$ cat src/design/sds_ram.sv
// Generic single-write, single-read RAM with registered read.
// Depends on nothing.
`default_nettype none
module sds_ram #(
   parameter int WIDTH = 8,
   parameter int DEPTH = 16
) (
   input  wire logic                     clock,
   input  wire logic                     wr_en,
   input  wire logic [$clog2(DEPTH)-1:0] wr_addr,
   input  wire logic [WIDTH-1:0]         wr_data,
   input  wire logic                     rd_en,
   input  wire logic [$clog2(DEPTH)-1:0] rd_addr,
   output logic      [WIDTH-1:0]         rd_data
);
   logic [WIDTH-1:0] mem_ff [DEPTH];

   always_ff @(posedge clock) begin
      if (wr_en) begin
         mem_ff[wr_addr] <= wr_data;
      end
      if (rd_en) begin
         rd_data <= mem_ff[rd_addr];
      end
   end
endmodule
`default_nettype wire

$ cat config.mk
export PLATFORM = sky130hd
export DESIGN_NAME = sds_ram
export DESIGN_NICKNAME = d
export VERILOG_FILES = /design/src/design/sds_ram.sv
export SDC_FILE = /design/constraint.sdc
export NUM_CORES = 1
export LEC_CHECK = 0
export ABC_CLOCK_PERIOD_IN_PS = 4400
export BUFFER_PORTS_ARGS = -buffer_cell sky130_fd_sc_hd__buf_2
export CORE_ASPECT_RATIO = 0.5
export CORE_MARGIN = 2
export CORE_UTILIZATION = 42
export CTS_CLUSTER_DIAMETER = 40
export DETAILED_ROUTE_END_ITERATION = 16
export GPL_TIMING_DRIVEN = 0
export PLACE_DENSITY_LB_ADDON = 0.05
export SYNTH_ARGS = -nofsm -noshare
export SYNTH_HDL_FRONTEND = slang
export SYNTH_SLANG_ARGS = --single-unit
$ cat constraint.sdc
create_clock -name clock -period 4.4 [get_ports clock]
set_input_delay 0 -clock clock [delete_from_list [all_inputs] [get_ports clock]]
set_output_delay 0 -clock clock [all_outputs]
set_load 0.02 [all_outputs]
==> impl_results.md <==
- Number of standard-cell rows in the floorplan: 28
- Worst Hold Depth: 1
- Flop2flop setup slack: 2.82 ns
- Smallest hold slack: 0.0106 ns
- Clock net sink count: 136
- Static Leakage: 2.06 nW
- Average routed wire per standard cell: 23.2 µm
- Post-route fraction of the period consumed by the critical path: 0.360
- Gpl congestion: 0.702
- Worst EP arrival: 1.72 ns
- Syn Std Cell Area: 0.00523 mm²
- ANT nets after route: 0
- Post-Syn Area per Cell: 22.8 µm²
- Slew of the pin with the lowest slew margin: 0.860 ns
- Wirelength, routed: 10,600 µm
- Clk Tree Root Cell: sky130_fd_sc_hd__clkbuf_16
- Wire length of the first global-routing pass: 16,000 µm
- Number of synthesized flops with an enable pin: 136
- Clock transition time at the flip-flop clock pins of the worst setup and hold paths: 0.05 ns
- # fillers: 972
- Worst supply voltage drop on vdd: 0.000264 V
- Critical R2R Capture: rd_data[1]
- Worst Reg2Reg Path Length in Cells: 3
- Final hold vios: 0
- Share of layout cells above drive strength 1: 0.285
- Clock period minus worst slack: 1.58 ns
- First-pass iteration count of the detailed router: 4
- Final-report setup violation count: 0
- Non-filler instance count after layout: 456
- Final slew viol count: 0
- Setup clock skew after layout: 0.0126 ns
- Setup crit end kind: flop
- Power density normalized to cell area: 482 mW/mm²
- Register bit count reported by yosys: 136
- Cells after Synth: 229
- Classification of the worst setup path: flop to flop
- Worst rel slew slack: 0.422
- Vias in the first global route: 2,518
- Critical path required time: 4.54 ns
- Async SR Flop Fraction: 0
- H-tree depth: 4
- Synthesis warning total: 0
- Clock insertion delay at the later pin of the skew report: 0.41 ns
- Number of vias in the routed layout: 2,408
- Sequential cell area fraction in the yosys report: 0.781
- Area growth syn-to-layout: 18.4%
- Initial antenna violation count: 0
- Initial core utilization: 0.436
- RSZ-0062 raised after global routing: no
- Ant. Diodes: 0
- Start point of the critical path: mem_ff[9][1]
- TritonCTS clock tree: built
- Status: completed
- Primary flip-flop cell chosen by synthesis mapping: sky130_fd_sc_hd__edfxtp_1
- Share of Yosys cell area claimed by the top area cell type: 0.781
- IO buf count: 25
- Timing endpoint of the critical path: rd_data[1]
- Final HPWL DP: 7080 µm
- Core Area: 0.0120 mm²
- Library cell with the highest instance count after synthesis: sky130_fd_sc_hd__edfxtp_1
- Number of nets in the layout: 297
- Total non-filler cell area in the finished layout: 0.00619 mm²
- Total I/O pin count: 27
- Number of max-cap violations: 0
- Number of buffers on the longest clock path: 2
- Remaining routing DRC violations: 0
- Synthesized netlist net count: 248
- Power, Total: 2.98 mW
- Worst min-delay path class: input pin to flop
- Aggregate global-route resource usage: 0.173
- Total Neg Setup Slack: 0 ns
- Congestion Overflow GR: 0
- Max frequency: 632 MHz
- Total CTS buffers: 17
- DIE AREA: 0.0134 mm²
- Biggest area contributors in the synthesized netlist: sky130_fd_sc_hd__edfxtp_1 (78%), sky130_fd_sc_hd__mux4_2 (7.8%), sky130_fd_sc_hd__mux4_1 (7.0%)
- Critical Path Start Type: flop
- Cell area reported after detailed placement: 0.00557 mm²
- Post-synth top cells: sky130_fd_sc_hd__edfxtp_1 (136), sky130_fd_sc_hd__mux4_2 (18), sky130_fd_sc_hd__a22oi_1 (16)
- Worst flop-to-flop path startpoint: mem_ff[9][1]
- Width of the die: 162 µm
- Yosys cell types: 18
- Largest fanout on the critical path: 1
- Pin count of the biggest net entering global routing: 17
- Post-DR vias/cell: 5.28
- Cells after DPL: 420
- Iter 0 DRT Violations: 232
- Overall die height: 82.9 µm
- Largest area contributor in the netlist: sky130_fd_sc_hd__edfxtp_1
report_power, final:
part           total (mW)  leakage [nW]  internal (mW)  switching, mW
sequential           1.47          1.24           1.46        0.00600
clock                1.37         0.277          0.878          0.489
combinational       0.149         0.543         0.0588         0.0905
through the flow:
step / setup WS, ns / utilization
3_3_place_gp: 2.23 / 0.464
2_1_floorplan: 2.91 / -
3_5_place_dp: 2.48 / 0.465
4_1_cts: 2.81 / 0.515
6_report: 2.82 / 0.517
5_1_grt: 2.74 / 0.517
worst min path at each step:
stage / startpoint / end / slack, ns
6_report: wr_data[0] / mem_ff[1][0] / 0.01
5_1_grt: wr_data[0] / mem_ff[3][0] / 0.02
4_1_cts: wr_data[0] / mem_ff[4][0] / 0.01
3_5_place_dp: rd_en / rd_data[4] / 0.36
3_3_place_gp: rd_en / rd_data[6] / 0.36
2_1_floorplan: wr_data[0] / mem_ff[0][0] / 0.1
sequential cells by signal, summed over array words and instances, names as in the netlist:
signal,cells
mem_ff,128
rd_data,8
cell type report:
| cell class | instances | area [µm²] | area share |
|---|---|---|---|
| flip-flops and latches | 136 | 4080 | 0.660 |
| multi-input cells | 83 | 1070 | 0.173 |
| clock buffers | 20 | 437 | 0.0705 |
| well taps | 165 | 206 | 0.0333 |
| repair buffers | 30 | 173 | 0.0279 |
| clock inverters | 12 | 133 | 0.0214 |
| plain buffers | 10 | 86.3 | 0.0139 |
layer usage:
| layer | vias up | track usage | share of wire | routed length [µm] |
|---|---|---|---|---|
| met4 | 0 | 0.0595 | 0.0051 | 54 |
| met5 | - | 0 | 0 | 0 |
| met1 | 1266 | 0.258 | 0.47 | 4940 |
| met3 | 4 | 0.0490 | 0.064 | 674 |
| li1 | 1082 | - | - | - |
| met2 | 56 | 0.246 | 0.46 | 4900 |
worst max-delay path: stages, from the launching register on:
cell                       delay, ns
sky130_fd_sc_hd__edfxtp_1       0.36
sky130_fd_sc_hd__mux4_1         0.50
sky130_fd_sc_hd__a22oi_1        0.37
sky130_fd_sc_hd__nand2_1        0.09
placed cells by master, fill, tap and decap left out, types with 2 or more instances in the layout:
cell,synthesis,final
sky130_fd_sc_hd__edfxtp_1,136,136
sky130_fd_sc_hd__buf_2,3,28
sky130_fd_sc_hd__mux4_2,18,18
sky130_fd_sc_hd__clkbuf_16,0,17
sky130_fd_sc_hd__a22oi_1,16,16
sky130_fd_sc_hd__mux4_1,14,14
sky130_fd_sc_hd__nor2_1,13,13
sky130_fd_sc_hd__nand2_1,9,9
sky130_fd_sc_hd__clkinv_2,0,4
sky130_fd_sc_hd__clkinv_1,0,4
sky130_fd_sc_hd__dlygate4sd3_1,0,4
sky130_fd_sc_hd__buf_6,3,3
sky130_fd_sc_hd__clkdlybuf4s25_2,3,3
sky130_fd_sc_hd__nor3_2,0,3
sky130_fd_sc_hd__clkbuf_1,0,3
sky130_fd_sc_hd__bufinv_16,0,3
sky130_fd_sc_hd__buf_4,1,2
sky130_fd_sc_hd__nand3b_1,2,2
sky130_fd_sc_hd__nand2b_1,2,2
logic make-up (layout without fill, tap and decap cells):
family	Yosys count	after routing	share of synthesized area
AO/OA/AOI/OAI	16	16	0.0230
AND/OR/NAND/NOR	35	35	0.0314
flip-flops	136	136	0.781
multiplexers	32	32	0.148
buffers and inverters	10	72	0.0165
what timing repair did:
action,4_1_cts,5_1_grt
gates resized for setup,0,0
setup endpoints to repair,0,0
buffers inserted,0,0
hold buffers,4,0
hold endpoints to repair,52,0
(Power assumes the default switching activity.)
